**config.mk**
```make
export PLATFORM = sky130hd
export DESIGN_NAME = acosu_div
export DESIGN_NICKNAME = d
export VERILOG_FILES = /design/src/rtl/acosu_pkg.sv /design/src/rtl/acosu_div.sv
export SDC_FILE = /design/constraint.sdc
export NUM_CORES = 2
export LEC_CHECK = 0
export BUFFER_PORTS_ARGS = -buffer_cell sky130_fd_sc_hd__buf_2
export CELL_PAD_IN_SITES_DETAIL_PLACEMENT = 1
export CELL_PAD_IN_SITES_GLOBAL_PLACEMENT = 2
export CORE_UTILIZATION = 36
export CTS_CLUSTER_SIZE = 8
export DETAILED_ROUTE_END_ITERATION = 10
export GPL_TIMING_DRIVEN = 0
export PLACE_DENSITY_LB_ADDON = 0.1
export SLEW_MARGIN = 10
export SYNTH_ARGS = -nofsm -noshare
export SYNTH_HDL_FRONTEND = slang
export SYNTH_SLANG_ARGS = --single-unit
```
**constraint.sdc**
```tcl
create_clock -name i_clk -period 4 [get_ports i_clk]
set_input_delay 0.8 -clock i_clk [delete_from_list [all_inputs] [get_ports i_clk]]
set_output_delay 0.8 -clock i_clk [all_outputs]
set_load 0.01 [all_outputs]
```
**src/rtl/acosu_pkg.sv**
```systemverilog
// Shared widths, coefficients, bundle types and rounding helper for the arccos unit.
package acosu_pkg;

    // Internal working point: Q30
    localparam int WB    = 30;
    localparam int X_W   = 16;          // argument field
    localparam int ANG_W = 17;          // angle field

    localparam int Z_W   = 30;          // z <= 2^29
    localparam int Q_W   = WB + 1;      // q in (2^29, 2^30]
    localparam int N_W   = 2 * WB;      // products before rescale, dividend
    localparam int M1_W  = 54;          // |P2| * z
    localparam int NI_W  = 26;          // |P1 + z*P2|
    localparam int M2_W  = 56;          // |inner| * z
    localparam int P_W   = 28;          // p
    localparam int ZP_W  = 58;          // z * p
    localparam int QB    = WB;          // quotient bits produced by the divider
    localparam int S_W   = 30;          // square root
    localparam int SR_W  = 32;          // square root remainder
    localparam int RES_W = 32;          // 2*(s + t)

    // Coefficient magnitudes in Q30; P1, P2 and Q1 are negative
    localparam logic [P_W-1:0]  C_P0     = 28'd178956112;
    localparam logic [NI_W-1:0] C_P1_MAG = 26'd45895400;
    localparam logic [23:0]     C_P2_MAG = 24'd9294699;
    localparam logic [29:0]     C_Q1_MAG = 30'd758737792;

    localparam logic [Q_W-1:0]   ONE_Q     = Q_W'(1) << WB;
    localparam logic [N_W:0]     HALF_Q    = (N_W + 1)'(1) << (WB - 1);
    localparam logic [ANG_W-1:0] ANGLE_MAX = '1;

    // Front end to divider / root
    typedef struct packed {
        logic           valid;
        logic [N_W-1:0] n;      // z*p + q/2
        logic [Q_W-1:0] q;
        logic [Z_W-1:0] z;
    } t_front;

    typedef struct packed {
        logic          valid;
        logic [QB-1:0] quot;
    } t_div_out;

    typedef struct packed {
        logic [S_W-1:0]  root;  // floor
        logic [SR_W-1:0] rem;
    } t_sqrt_out;

    // Rescale a Q60 magnitude to Q30, half rounds up
    function automatic logic [WB:0] rnd_q30(input logic [N_W-1:0] a);
        logic [N_W:0] w_sum;
        w_sum = {1'b0, a} + HALF_Q;
        return w_sum[N_W:WB];
    endfunction

endpackage

```
**src/rtl/acosu_div.sv**
```systemverilog
// Pipelined restoring divider: one quotient bit per stage, r = n / q.
module acosu_div import acosu_pkg::*; (
    input  logic     i_clk,
    input  logic     i_rst_n,
    input  logic     i_adv,
    input  t_front   i_front,
    output t_div_out o_div
);

    localparam int RW = Q_W;    // partial remainder stays below q

    logic          r_vld [QB];
    logic [QB-1:0] r_quo [QB];
    logic [RW-1:0] r_rem [QB-1];
    logic [Q_W-1:0] r_den [QB-1];
    logic [QB-1:0] r_num [QB-1];

    for (genvar k = 0; k < QB; k++) begin : g_stage
        logic           w_vld;
        logic [RW-1:0]  w_rem;
        logic [Q_W-1:0] w_den;
        logic [QB-1:0]  w_num;
        logic [QB-1:0]  w_quo;
        logic [RW:0]    w_sh, w_dif;
        logic           w_ge;

        if (k == 0) begin : g_first
            // n < q * 2^QB, so the upper half is already below q
            assign w_vld = i_front.valid;
            assign w_rem = RW'(i_front.n[N_W-1:QB]);
            assign w_den = i_front.q;
            assign w_num = i_front.n[QB-1:0];
            assign w_quo = '0;
        end else begin : g_next
            assign w_vld = r_vld[k-1];
            assign w_rem = r_rem[k-1];
            assign w_den = r_den[k-1];
            assign w_num = r_num[k-1];
            assign w_quo = r_quo[k-1];
        end

        assign w_sh  = {w_rem, w_num[QB-1-k]};
        assign w_ge  = (w_sh >= {1'b0, w_den});
        assign w_dif = w_sh - {1'b0, w_den};

        always_ff @(posedge i_clk) begin
            if (!i_rst_n) begin
                r_vld[k] <= 1'b0;
            end else if (i_adv) begin
                r_vld[k] <= w_vld;
            end
        end

        always_ff @(posedge i_clk) begin
            if (i_adv) begin
                r_quo[k] <= {w_quo[QB-2:0], w_ge};
            end
        end

        if (k < QB - 1) begin : g_carry
            always_ff @(posedge i_clk) begin
                if (i_adv) begin
                    r_rem[k] <= w_ge ? w_dif[RW-1:0] : w_sh[RW-1:0];
                    r_den[k] <= w_den;
                    r_num[k] <= w_num;
                end
            end
        end
    end

    assign o_div.valid = r_vld[QB-1];
    assign o_div.quot  = r_quo[QB-1];

endmodule

```
Word-level counts from Yosys, hierarchy flattened
Memory sizes are Yosys's and may differ from the RTL's. Cells that the tools add are included.

Memories: 5. Memory bits (writable): 3598. Flip-flop bits (word level): 0.

Memories: r_quo (words 30, width 30, read ports 30, clocked after Yosys merged registers in 0, wr ports 30, RTL line acosu_div.sv:13) `logic [QB-1:0] r_quo [QB];`; r_den (words 29, width 31, read ports 29, clocked after Yosys merged registers in 0, wr ports 29, RTL line acosu_div.sv:15) `logic [Q_W-1:0] r_den [QB-1];`; r_rem (words 29, width 31, read ports 29, clocked after Yosys merged registers in 0, wr ports 29, RTL line acosu_div.sv:14) `logic [RW-1:0] r_rem [QB-1];`; r_num (words 29, width 30, read ports 29, clocked after Yosys merged registers in 0, wr ports 29, RTL line acosu_div.sv:16) `logic [QB-1:0] r_num [QB-1];`; r_vld (words 30, width 1, read ports 30, clocked after Yosys merged registers in 0, wr ports 30, RTL line acosu_div.sv:12) `logic r_vld [QB];`.

Bitwise gates (word level): 30. Multiplexer cells: 64. $add $sub $neg: 29. Order comparisons: 30.

Operators by type and width (number): $ge A32 B31 Y1 (29); $mux W31 (29); $sub A31 B31 Y31 (29); $mux W1 (35); $ge A31 B31 Y1 (1); $or A1 B1 Y1 (30).

Longest topological paths before layout
Word-level depth: 4. Depth in mapped cells: 16. Mapped depth without buffers: 14.

Worst setup path before layout
OpenSTA, ideal clock, no wires.

Path type: in2reg. Start: in i_front[31] in the netlist's numbering. End: mem r_rem[0][17] in the netlist's numbering, data pin. Data arrival time: 3.229 ns. Path slack: 0.511 ns. Cell stages on the path: 12. Setup time: 0.260 ns. Path buffers: 1. Cells stage by stage: inv_1 > ha_1 > nor2b_1 > o31a_1 > o21ai_0 > o21ai_1 > o211ai_1 > a21oi_1 > o32ai_2 > o21ai_1 > buf_2 > mux2_2.

RTL lines: from (decl) (RTL line acosu_div.sv:6) `input t_front i_front,`; to (decl) (RTL line acosu_div.sv:14).

==> summary.txt <==
Detailed routing
  • First DRT Iteration DRCs: between 4,000 and 5,000
  • Routed WL: 376,000 um
  • Post-route ant nets: 0
  • DRC violations left: 0
  • 1st-pass router iterations: 5
  • Via count: 89,000
  • Wire per inst: around 22 um
  • Vias per cell: slightly above 5

Die
  • Starting Density: 36.2%
  • I/O pin total: around 160
  • Die W: between 600 and 700 um
  • Number of cell rows: ~230
  • Die Area: around 390,000 sq um
  • Die Height: around 620 um
  • Core area: roughly 390,000 sq um

Power
  • Worst vdd ir: around 450 uV
  • Internal: just over 80 mW
  • Seq pwr share: roughly a third
  • Leak: between 60 and 70 nW
  • P per Cell Area: 834 nW/um^2
  • Net Switching: just over 50 mW
  • Comb power frac: 43.4%
  • Clock Power Share: 22.3%
  • Sw Ratio: between 30% and 40%

Setup path
  • CP arrival: between 4 and 5 ns
  • CP Capture Type: flip-flop
  • Critical path class: flip-flop to flip-flop
  • Crit path launch type: flip-flop
  • Worst Path Required: between 4 and 5 ns
  • Critical Path Fanout Max: 3
  • Slowest CP cell: edfxtp_1
  • Crit-path cells: inv_1 > ha_1 > nor2b_1 > o31a_1 > o31ai_1 > a211oi_1 > o21ai_0 > a31oi_1 > or4_1 > a31oi_1 > xnor2_1 > mux2_2
  • CP max stage delay: 0.50 ns
  • Most frequent CP cell: a31oi_1

Timing
  • Worst-margin pin slew: between 1 and 1.5 ns
  • Setup TNS: 0 ns
  • Hold WS: just under 0.1 ns
  • F_max: between 0.2 and 0.3 GHz
  • Final number of setup-violating endpoints: 0
  • Min Tclk post-route: between 3 and 4 ns
  • Slew headroom: 28.5%
  • Final worst slack: ~0.11 ns
  • Crit share post-route: a little over nine tenths
  • Slew Limit Fails: 0
  • Clock skew: roughly 0.075 ns
  • Hold Vio Cnt, Final: 0

Yosys
  • Most area-consuming cells after synthesis: edfxtp_1 (59%), ha_1 (8.3%), a21oi_1 (3.6%)
  • Avg Inst Size Synth: roughly 12 sq um
  • Main synth FF type: edfxtp_1
  • Netlist cell types: 95
  • Synth Register Bits: around 2,700
  • EDFF count, synth: 2,727
  • Synth Cell Area: ~140,000 sq um
  • Ys Warns: 0
  • Mapped Cells: approximately 11,000
  • Proportion of synthesized chip area in sequential cells: 58.7%
  • Count leader, synth: edfxtp_1
  • Area leader, netlist: edfxtp_1
  • Post-synth top cells: edfxtp_1 (2,727), inv_1 (1,128), a21oi_1 (1,009)
  • Ys async rst share: 0%
  • Synth Net Count: around 13,000
  • Synth top area share: between 50 and 60%

Cells and area
  • Share of cells above drive strength 1: a little over a tenth
  • Area growth, synth to finish: 14.5%
  • # fillers: ~40,000
  • Final std cells w/o fill: about 17,000
  • Post-route cell area: 160,000 sq um
  • Final nets: 13,200

Min path
  • HP Class: input port to flip-flop

Placed design
  • Routability cong.: between 0.8 and 0.9
  • Post-placement cell area: around 150,000 sq um
  • Port bufs: 125
  • Post-placement setup slack: -1.81 ns
  • Placed cell count: approximately 17,000
  • Detail Placement HPWL: 284,000 um

Clocking
  • Sink Count: ~2,700
  • Clk Latency, worst-skew pair: around 0.98 ns
  • CTS tree: done
  • Max Root-Sink Buffers: 4
  • Clk pin slew, worst setup/hold paths: about 0.05 ns
  • Clock Tree Root: clkbuf_16
  • Cts bufs inserted: between 300 and 400
  • H-tree depth: 5

Run status
  • Status: completed

Global routing
  • Number of global-route vias before repair: about 93,000
  • Initial antenna violation count: 9
  • Largest net degree at the start of global routing: 165
  • First-pass GRT wire length: 571,000 um
  • Total Routing Usage GR: a little under a fifth
  • GR Overflow Total: 0

Flow run
  • Max Cap Viol: 0
registers in the layout, indices dropped and copies added, names as in the netlist:
name,cells
r_num,435
r_vld,30
r_den,899
r_quo,465
r_rem,899
through the flow:
| step | utilization, % | power, mW |
|---|---|---|
| after floorplan | - | 84.4 |
| final | 41.4 | 133 |
| after global routing | 41.4 | 143 |
| after global placement | 38.0 | 104 |
| after CTS | 41.3 | 135 |
| after detailed placement | 38.2 | 103 |
power groups by stage:
stage          Clock (mW)  Sequential, mW  Combinational [mW]
5_1_grt              31.7            46.5                64.4
3_3_place_gp            0            48.5                55.5
4_1_cts              30.8            46.1                58.1
3_5_place_dp            0            46.5                56.5
2_1_floorplan           0            43.6                40.8
6_report             29.7            45.8                57.9
cells in the final DEF, fill, tap and decap left out, drive strengths merged, types with 155 or more instances in the layout:
| master | instances |
|---|---|
| mux2 | 346 |
| edfxtp | 2727 |
| nor2 | 718 |
| buf | 254 |
| ha | 930 |
| a21o | 501 |
| inv | 1135 |
| nand2 | 610 |
| xor2 | 305 |
| xnor2 | 454 |
| o21ai | 658 |
| a21oi | 1012 |
| clkbuf | 583 |
| nand4 | 155 |
layout make-up:
class                      instances  area, sq um  area share [%]
clock inverter                    44          816           0.510
inverter                        1129         4250            2.66
multi-input combinational       7358        53100            33.2
timing repair buffer             243         2220            1.39
sequential                      2728        81900            51.2
antenna                            5         12.5         0.00783
clock buffer                     429         9840            6.16
buffer                           219         1180           0.737
tap                             5175         6470            4.05
critical path, delay by kind of cell, from the launching register on:
| family | cells | cell delay [ns] |
|---|---|---|
| compound gates | 6 | 1.86 |
| xor+xnor | 1 | 0.09 |
| fa+ha+maj | 1 | 0.20 |
| buf+inv | 1 | 0.16 |
| flops | 1 | 0.50 |
| mux | 1 | 0.28 |
| simple gates | 2 | 0.52 |
final timing paths:
kind                                               from                 endpoint  slack [ns]  cells past startpoint
worst min-delay path                        i_front[40]   r_den[0][10]$_DFFE_PP_         0.1                      1
worst max-delay path            r_num[0][434]$_DFFE_PP_  r_rem[0][492]$_DFFE_PP_        0.11                     12
worst max register to register  r_num[0][434]$_DFFE_PP_  r_rem[0][492]$_DFFE_PP_        0.11                     12
worst min register to register   r_num[0][10]$_DFFE_PP_   r_num[0][40]$_DFFE_PP_        0.38                      0
logic make-up (layout without fill, tap and decap cells):
logic type               Yosys count  after routing  share of synthesized area [%]
AO/OA/AOI/OAI                   2972           2972                           13.3
buffers and inverters           1355           2064                           3.70
adder cells (fa/ha/maj)          959            959                           8.75
XOR/XNOR                         759            759                           4.76
AND/OR/NAND/NOR                 2293           2293                           7.83
multiplexers                     375            375                           3.00
flip-flops                      2728           2728                           58.7
other                              0              5                              0
timing repair:
action / CTS / global route
endpoints found under the hold margin: 51 / 0
resized for setup: 163 / 129
cloned: 3 / 4
pin swaps: 14 / 17
setup endpoints to repair: 959 / 841
hold buffers: 51 / 0
setup buffers: 22 / 19
layer usage:
metal	track usage (%)	share of wire (%)	up-vias
li1	-	-	43300
met1	24.4	45	44300
met2	33.8	50	906
met3	1.91	2.4	470
met4	4.61	2.3	0
met5	0	0	-
Note: power is estimated with default switching activity, not from simulation.
