### src/rtl/acosu_pkg.sv
// Shared widths, coefficients, bundle types and rounding helper for the arccos unit.
package acosu_pkg;

    // Internal working point: Q30
    localparam int WB    = 30;
    localparam int X_W   = 16;          // argument field
    localparam int ANG_W = 17;          // angle field

    localparam int Z_W   = 30;          // z <= 2^29
    localparam int Q_W   = WB + 1;      // q in (2^29, 2^30]
    localparam int N_W   = 2 * WB;      // products before rescale, dividend
    localparam int M1_W  = 54;          // |P2| * z
    localparam int NI_W  = 26;          // |P1 + z*P2|
    localparam int M2_W  = 56;          // |inner| * z
    localparam int P_W   = 28;          // p
    localparam int ZP_W  = 58;          // z * p
    localparam int QB    = WB;          // quotient bits produced by the divider
    localparam int S_W   = 30;          // square root
    localparam int SR_W  = 32;          // square root remainder
    localparam int RES_W = 32;          // 2*(s + t)

    // Coefficient magnitudes in Q30; P1, P2 and Q1 are negative
    localparam logic [P_W-1:0]  C_P0     = 28'd178956112;
    localparam logic [NI_W-1:0] C_P1_MAG = 26'd45895400;
    localparam logic [23:0]     C_P2_MAG = 24'd9294699;
    localparam logic [29:0]     C_Q1_MAG = 30'd758737792;

    localparam logic [Q_W-1:0]   ONE_Q     = Q_W'(1) << WB;
    localparam logic [N_W:0]     HALF_Q    = (N_W + 1)'(1) << (WB - 1);
    localparam logic [ANG_W-1:0] ANGLE_MAX = '1;

    // Front end to divider / root
    typedef struct packed {
        logic           valid;
        logic [N_W-1:0] n;      // z*p + q/2
        logic [Q_W-1:0] q;
        logic [Z_W-1:0] z;
    } t_front;

    typedef struct packed {
        logic          valid;
        logic [QB-1:0] quot;
    } t_div_out;

    typedef struct packed {
        logic [S_W-1:0]  root;  // floor
        logic [SR_W-1:0] rem;
    } t_sqrt_out;

    // Rescale a Q60 magnitude to Q30, half rounds up
    function automatic logic [WB:0] rnd_q30(input logic [N_W-1:0] a);
        logic [N_W:0] w_sum;
        w_sum = {1'b0, a} + HALF_Q;
        return w_sum[N_W:WB];
    endfunction

endpackage

### src/rtl/acosu_front.sv
// Front end: z = (1 - x)/2, Horner numerator and denominator, dividend z*p + q/2.
module acosu_front import acosu_pkg::*; #(
    parameter int FRAC_BITS = 16
) (
    input  logic           i_clk,
    input  logic           i_rst_n,
    input  logic           i_adv,
    input  logic           i_valid,
    input  logic [X_W-1:0] i_x,
    output t_front         o_front
);

    localparam int SH  = WB - FRAC_BITS;
    localparam int XW  = (X_W + SH > Q_W) ? X_W + SH : Q_W;
    localparam int NST = 7;

    logic [NST-1:0] r_vld;

    // stage A: z
    logic [XW-1:0]  w_x30, w_x30c, w_diff;
    logic [Z_W-1:0] n_a_z, r_a_z;
    // stage B: products with P2 and Q1
    logic [M1_W-1:0] n_b_m1, r_b_m1;
    logic [N_W-1:0]  n_b_mq, r_b_mq;
    logic [Z_W-1:0]  r_b_z;
    // stage C: inner, q
    logic [NI_W-1:0] n_c_ni, r_c_ni;
    logic [Q_W-1:0]  n_c_q, r_c_q;
    logic [Z_W-1:0]  r_c_z;
    // stage D: inner * z
    logic [M2_W-1:0] n_d_m2, r_d_m2;
    logic [Q_W-1:0]  r_d_q;
    logic [Z_W-1:0]  r_d_z;
    // stage E: p
    logic [P_W:0]    w_e_pd;
    logic [P_W-1:0]  n_e_p, r_e_p;
    logic [Q_W-1:0]  r_e_q;
    logic [Z_W-1:0]  r_e_z;
    // stage F: z * p
    logic [ZP_W-1:0] n_f_zp, r_f_zp;
    logic [Q_W-1:0]  r_f_q;
    logic [Z_W-1:0]  r_f_z;
    // stage G: dividend
    logic [N_W-1:0]  n_g_n, r_g_n;
    logic [Q_W-1:0]  r_g_q;
    logic [Z_W-1:0]  r_g_z;

    // x >= 1 only possible with few fraction bits; clamp to 1
    assign w_x30  = XW'(i_x) << SH;
    assign w_x30c = (w_x30 > XW'(ONE_Q)) ? XW'(ONE_Q) : w_x30;
    assign w_diff = XW'(ONE_Q) - w_x30c;
    assign n_a_z  = w_diff[Z_W:1];

    assign n_b_m1 = M1_W'(C_P2_MAG) * M1_W'(r_a_z);
    assign n_b_mq = N_W'(C_Q1_MAG) * N_W'(r_a_z);

    assign n_c_ni = C_P1_MAG + NI_W'(rnd_q30(N_W'(r_b_m1)));
    assign n_c_q  = ONE_Q - rnd_q30(r_b_mq);

    assign n_d_m2 = M2_W'(r_c_ni) * M2_W'(r_c_z);

    assign w_e_pd = {1'b0, C_P0} - (P_W + 1)'(rnd_q30(N_W'(r_d_m2)));
    assign n_e_p  = w_e_pd[P_W] ? '0 : w_e_pd[P_W-1:0];

    assign n_f_zp = ZP_W'(r_e_z) * ZP_W'(r_e_p);

    assign n_g_n  = N_W'(r_f_zp) + N_W'(r_f_q[Q_W-1:1]);

    always_ff @(posedge i_clk) begin
        if (!i_rst_n) begin
            r_vld <= '0;
        end else if (i_adv) begin
            r_vld <= {r_vld[NST-2:0], i_valid};
        end
    end

    always_ff @(posedge i_clk) begin
        if (i_adv) begin
            r_a_z  <= n_a_z;

            r_b_m1 <= n_b_m1;
            r_b_mq <= n_b_mq;
            r_b_z  <= r_a_z;

            r_c_ni <= n_c_ni;
            r_c_q  <= n_c_q;
            r_c_z  <= r_b_z;

            r_d_m2 <= n_d_m2;
            r_d_q  <= r_c_q;
            r_d_z  <= r_c_z;

            r_e_p  <= n_e_p;
            r_e_q  <= r_d_q;
            r_e_z  <= r_d_z;

            r_f_zp <= n_f_zp;
            r_f_q  <= r_e_q;
            r_f_z  <= r_e_z;

            r_g_n  <= n_g_n;
            r_g_q  <= r_f_q;
            r_g_z  <= r_f_z;
        end
    end

    assign o_front.valid = r_vld[NST-1];
    assign o_front.n     = r_g_n;
    assign o_front.q     = r_g_q;
    assign o_front.z     = r_g_z;

endmodule

### config.mk
export PLATFORM = sky130hd
export DESIGN_NAME = acosu_front
export DESIGN_NICKNAME = d
export VERILOG_FILES = /design/src/rtl/acosu_pkg.sv /design/src/rtl/acosu_front.sv
export SDC_FILE = /design/constraint.sdc
export NUM_CORES = 2
export LEC_CHECK = 0
export ABC_AREA = 1
export BUFFER_PORTS_ARGS = -buffer_cell sky130_fd_sc_hd__buf_4
export CAP_MARGIN = 40
export CELL_PAD_IN_SITES_DETAIL_PLACEMENT = 2
export CELL_PAD_IN_SITES_GLOBAL_PLACEMENT = 2
export CORE_ASPECT_RATIO = 1.75
export CORE_MARGIN = 3
export CORE_UTILIZATION = 37
export DETAILED_ROUTE_END_ITERATION = 10
export GPL_ROUTABILITY_DRIVEN = 0
export PLACE_DENSITY_LB_ADDON = 0.1
export SLEW_MARGIN = 30
export SYNTH_ARGS = -nofsm -noshare
export SYNTH_HDL_FRONTEND = slang
export SYNTH_SLANG_ARGS = --single-unit
### constraint.sdc
create_clock -name i_clk -period 6.76 [get_ports i_clk]
set_input_delay 1.69 -clock i_clk [delete_from_list [all_inputs] [get_ports i_clk]]
set_output_delay 1.69 -clock i_clk [all_outputs]
set_load 0.1 [all_outputs]
## Yosys cells after proc, flatten, opt, wreduce, memory -nomap -nowiden

Index checks and enable logic that the tools add are counted.

| operators by class | value |
|---|---|
| add/sub/neg operators | 8 |
| multiply operators | 4 |
| order comparisons | 1 |
| muxes and demuxes | 1 |

Operators by type and width:

| kind | count |
|---|---|
| 31-bit subtractor (first input constant) | 2 |
| 60-bit by 30-bit adder with 61-bit output (second input constant) | 1 |
| 58-bit by 30-bit adder with 59-bit output | 1 |
| 30-bit by 28-bit multiplier with 58-bit output | 1 |
| 56-bit by 30-bit adder with 57-bit output (second input constant) | 1 |
| 26-bit by 30-bit multiplier with 56-bit output | 1 |
| 54-bit by 30-bit adder with 55-bit output (second input constant) | 1 |
| 24-bit by 30-bit multiplier with 54-bit output (first input constant) | 1 |
| 23-bit by 30-bit multiplier with 53-bit output (first input constant) | 1 |
| 30-bit by 31-bit greater-than comparator with 1-bit output (second input constant) | 1 |
| 31-bit 2-to-1 mux | 1 |
| 28-bit by 27-bit subtractor with 29-bit output (first input constant) | 1 |
| 26-bit by 25-bit adder with 26-bit output (first input constant) | 1 |

| word-level totals | value |
|---|---|
| bits in registers | 707 |
| output and inout bits | 122 |

## Logic depth before layout (Yosys ltp)

| logic depth | value |
|---|---|
| depth in word-level cells | 3 |
| gate-level depth with buffers | 28 |
| mapped depth without buffers | 26 |

## Least setup slack after synthesis

OpenSTA, ideal clock, no wires.

| timing path | value |
|---|---|
| path type | register -> register |
| from | register r_e_z[18] |
| to | register r_f_zp[48], data pin |
| data arrival time | 6060 ps |
| required time | 6498 ps |
| path slack | 438 ps |
| stages on the path, launching flop included | 24 |
| path buffers | 2 |
| clock period less this slack | 6322 ps |
| cell sequence | edfxtp_1 > clkbuf_1 > buf_1 > nand2_1 > fa_1 > inv_1 > fa_1 > inv_1 > fa_1 > inv_1 > fa_1 > fa_1 > fa_1 > inv_1 > fa_1 > inv_1 > ha_1 > nand2_1 > nor2_1 > inv_1 > nor4_1 > a21oi_1 > o21bai_1 > xor2_1 |

| between the ends | value |
|---|---|
| word-level cells in the longest chain between the ends | 1 |

RTL lines:

| element | RTL line | source |
|---|---|---|
| from (decl) | acosu_front.sv:38 | `logic [Z_W-1:0] r_e_z;` |
| from (signal assigned) | acosu_front.sv:95 | `r_e_z <= r_d_z;` |
| 30-bit by 28-bit multiplier with 58-bit output | acosu_front.sv:65 | `assign n_f_zp = ZP_W'(r_e_z) * ZP_W'(r_e_p);` |
| named net n_f_zp[48] | acosu_front.sv:40 | `logic [ZP_W-1:0] n_f_zp, r_f_zp;` |
| to (signal assigned) | acosu_front.sv:97 | `r_f_zp <= n_f_zp;` |
| to (decl) | acosu_front.sv:40 |  |

The timed path passes the listed nets, and every way through them passes these cells.
A chain may end at the register's enable or synchronous reset.

## Final worst setup path

| timing path | value |
|---|---|
| from | register r_e_z[25] |
| to | register r_f_zp[31], data pin |

The elaborated chain is that of the path after synthesis.

==> results.md <==
- Root Buffer: clkbuf_16
- Netlist Area Pre-Place: 72300 um^2
- Vias in the first global route: about 69000
- Area grow syn2layout: 14.3%
- Post-Place Cells: 11500
- DIE WIDTH: approximately 340 um
- CTS tree: yes
- Layout cells sized above 1: 10.4%
- Final worst path period share: 98.6%
- Reg2Reg Depth: 25
- Total Wirelength: 281000 um
- Clock Latency Late Sink: roughly 0.73 ns
- Clk pin slew, worst setup/hold paths: 0.08 ns
- Hold Fails Final Rpt: 0
- Synthesized netlist cell count: 8503
- Top cells by area, synth: fa_1, edfxtp_1, ha_1
- Arr. time, crit path: 7.23 ns
- Crit path buffers/inverters: 9
- Hold slack: 0.393 ns
- Final core occ: 42.5%
- Seq/Total Area, Yosys: around a fifth
- Final Skew: 0.0935 ns
- CP peak stage delay: 0.54 ns
- Slew Limit Fails: 0
- Setup TNS: 0 ns
- GR Layer Usage met1: 24.2%
- Clock Path Buffers: 3
- Final setup fails: 0
- Routed vias: between 50000 and 60000
- Clock buffer count from CTS: 55
- Total congestion overflow: 0
- Maxcap violations: 0
- Filler cells: 21700
- Hold Path Depth: 0
- H-tree depth: 2
- Most common cell in the synthesized netlist: inv_1
- Kind of critical path: reg -> reg
- Top delay family on crit path: adder cells
- Synth top cells by count: inv_1, nand2_1, fa_1
- Setup crit start kind: flip-flop
- Yosys top cell area share: 29.5%
- Worst Tran Pin Value: approximately 0.85 ns
- Port Buffers: 127
- DRT iter0 DRCs: ~2100
- Number of flops mapped to enable cells by yosys: 502
- Fmax: 150 MHz
- Slew margin rel.: between 40 and 50%
- Grt met3 use: 2.65%
- Starting Density: between 30% and 40%
- Detailed Routing Iterations Pass 1: 5
- Global-route wire length before repair: 419000 um
- Post-synth cell types: 53
- GRT Util Overall: 27.8%
- Synth warn: 0
- Synth Flop Type: edfxtp_1
- Crit. path cell count: 25
- Final Instance Count excl. Fillers: 11600
- Synthesis-stage register bit count: 509
- Area leader, netlist: fa_1
- HP Class: reg -> reg
- Wire per inst: 24.1 um
- Die area: 201000 um^2
- GR Util met2: 57.2%
- Syn Area/Cell: ~8.5 um^2
- Final min period: 6.66 ns
- IO Pins: 142
- Initial antenna violation count: 2
- Drc violations: 0
- Total core area: 194000 um^2
- Critical-path top delay cell: fa_1
- Most used cell, CP: fa_1
- Routed vias/inst: about 5.0
- Post-DP HPWL: around 240000 um
- Outcome: completed
- CTS sink count: 509
- Critical path endpoint category: flip-flop
- Critical path peak fanout: 12
- Hold buffers post-CTS: 0
- Nets: 10800
- Final ANT Viol Nets: 0
- Die H: 591 um
- Global route hottest layer: met2
- Worst Path Required: 7.32 ns
- Cell Rows: 214
- Ys async rst share: 0%
- Pin count of the biggest net entering global routing: about 170
cell usage in the layout, fill, tap and decap left out, types with 44 or more instances in the layout:
| master | count |
|---|---|
| edfxtp_1 | 502 |
| nor2_1 | 444 |
| xnor2_1 | 57 |
| buf_4 | 616 |
| nand2_1 | 1867 |
| nand3_1 | 191 |
| inv_1 | 2431 |
| nor3_1 | 66 |
| nor2_2 | 46 |
| xor2_1 | 175 |
| fa_1 | 1060 |
| ha_1 | 739 |
| a21o_1 | 44 |
| o21ai_0 | 122 |
| clkbuf_16 | 59 |
| nand4_1 | 50 |
| a21oi_1 | 181 |
final timing paths:
check	startpoint	endpoint	slack, ns
max	r_e_z[25]$_DFFE_PP_	r_f_zp[31]$_DFFE_PP_	0.1
min	r_d_q[14]$_DFFE_PP_	r_e_q[14]$_DFFE_PP_	0.39
max reg2reg	r_e_z[25]$_DFFE_PP_	r_f_zp[31]$_DFFE_PP_	0.1
min reg2reg	r_d_q[14]$_DFFE_PP_	r_e_q[14]$_DFFE_PP_	0.39
through the flow:
stage | worst slack (ns) | area [um^2]
floorplan | 0.438 | 72300
global placement | -0.0837 | 79300
detailed placement | -0.176 | 79300
CTS | 0.00174 | 81400
global route | -0.0704 | 82600
finish | 0.0968 | 82600
cell families (layout without fill, tap and decap cells):
family                   count (synthesis)  in the layout  share of synthesized area (%)
other                                    1             16                        0.00519
adder cells (fa/ha/maj)               1823           1823                           42.6
XOR/XNOR                               241            241                           2.95
AO/OA/AOI/OAI                          487            487                           3.81
buffers and inverters                 2678           3206                           14.1
flip-flops                             509            509                           21.1
AND/OR/NAND/NOR                       2764           2764                           15.5
worst reg2reg max path, cell delays in order (launching register included):
cell and delay (ns):
edfxtp_1 0.43, buf_12 0.18, buf_4 0.16, nand2_1 0.09, inv_1 0.06, fa_1 0.48, fa_1 0.53, fa_1 0.53
inv_1 0.09, fa_1 0.54, inv_1 0.06, fa_1 0.47, ha_1 0.30, inv_1 0.05, fa_1 0.53, inv_1 0.05
ha_1 0.35, buf_4 0.17, nand2_1 0.15, nor2_1 0.08, nor2_1 0.14, nand2_1 0.13, a31oi_4 0.21, o21ai_0 0.13
xor2_1 0.42, buf_4 0.22
layer usage:
| layer | vias to the layer above | routed length [um] |
|---|---|---|
| met5 | - | 0 |
| met2 | 1126 | 161000 |
| met3 | 800 | 6610 |
| li1 | 26200 | - |
| met4 | 0 | 25800 |
| met1 | 29800 | 87200 |
state kept, by name, indices dropped and copies added (netlist names), 26 cells and up:
signal  count
r_c_q      31
r_c_ni     26
r_f_q      31
r_b_mq     31
r_g_n      46
r_d_m2     27
r_b_m1     26
r_e_p      28
r_f_zp     45
r_d_q      31
r_g_q      31
r_e_q      31
repair_timing:
action                                  CTS  global route
endpoints found under the setup margin   21            65
setup buffers                            22            57
pin swaps                                 1            32
gates cloned                              0             4
resized for setup                        18           157
final cells by class:
cell class,count,area [um^2],share of cell area [%]
antenna,2,5.00,0.00606
clock buffer,62,1400,1.70
clock inverter,39,392,0.474
inverter,2439,9160,11.1
multi-input combinational,5329,47600,57.6
sequential,509,15200,18.4
tap,2592,3240,3.93
timing repair buffer,666,5600,6.78
Power is not shown: default switching activity piles up to over one toggle a cycle in this logic, so the estimate is an artifact.
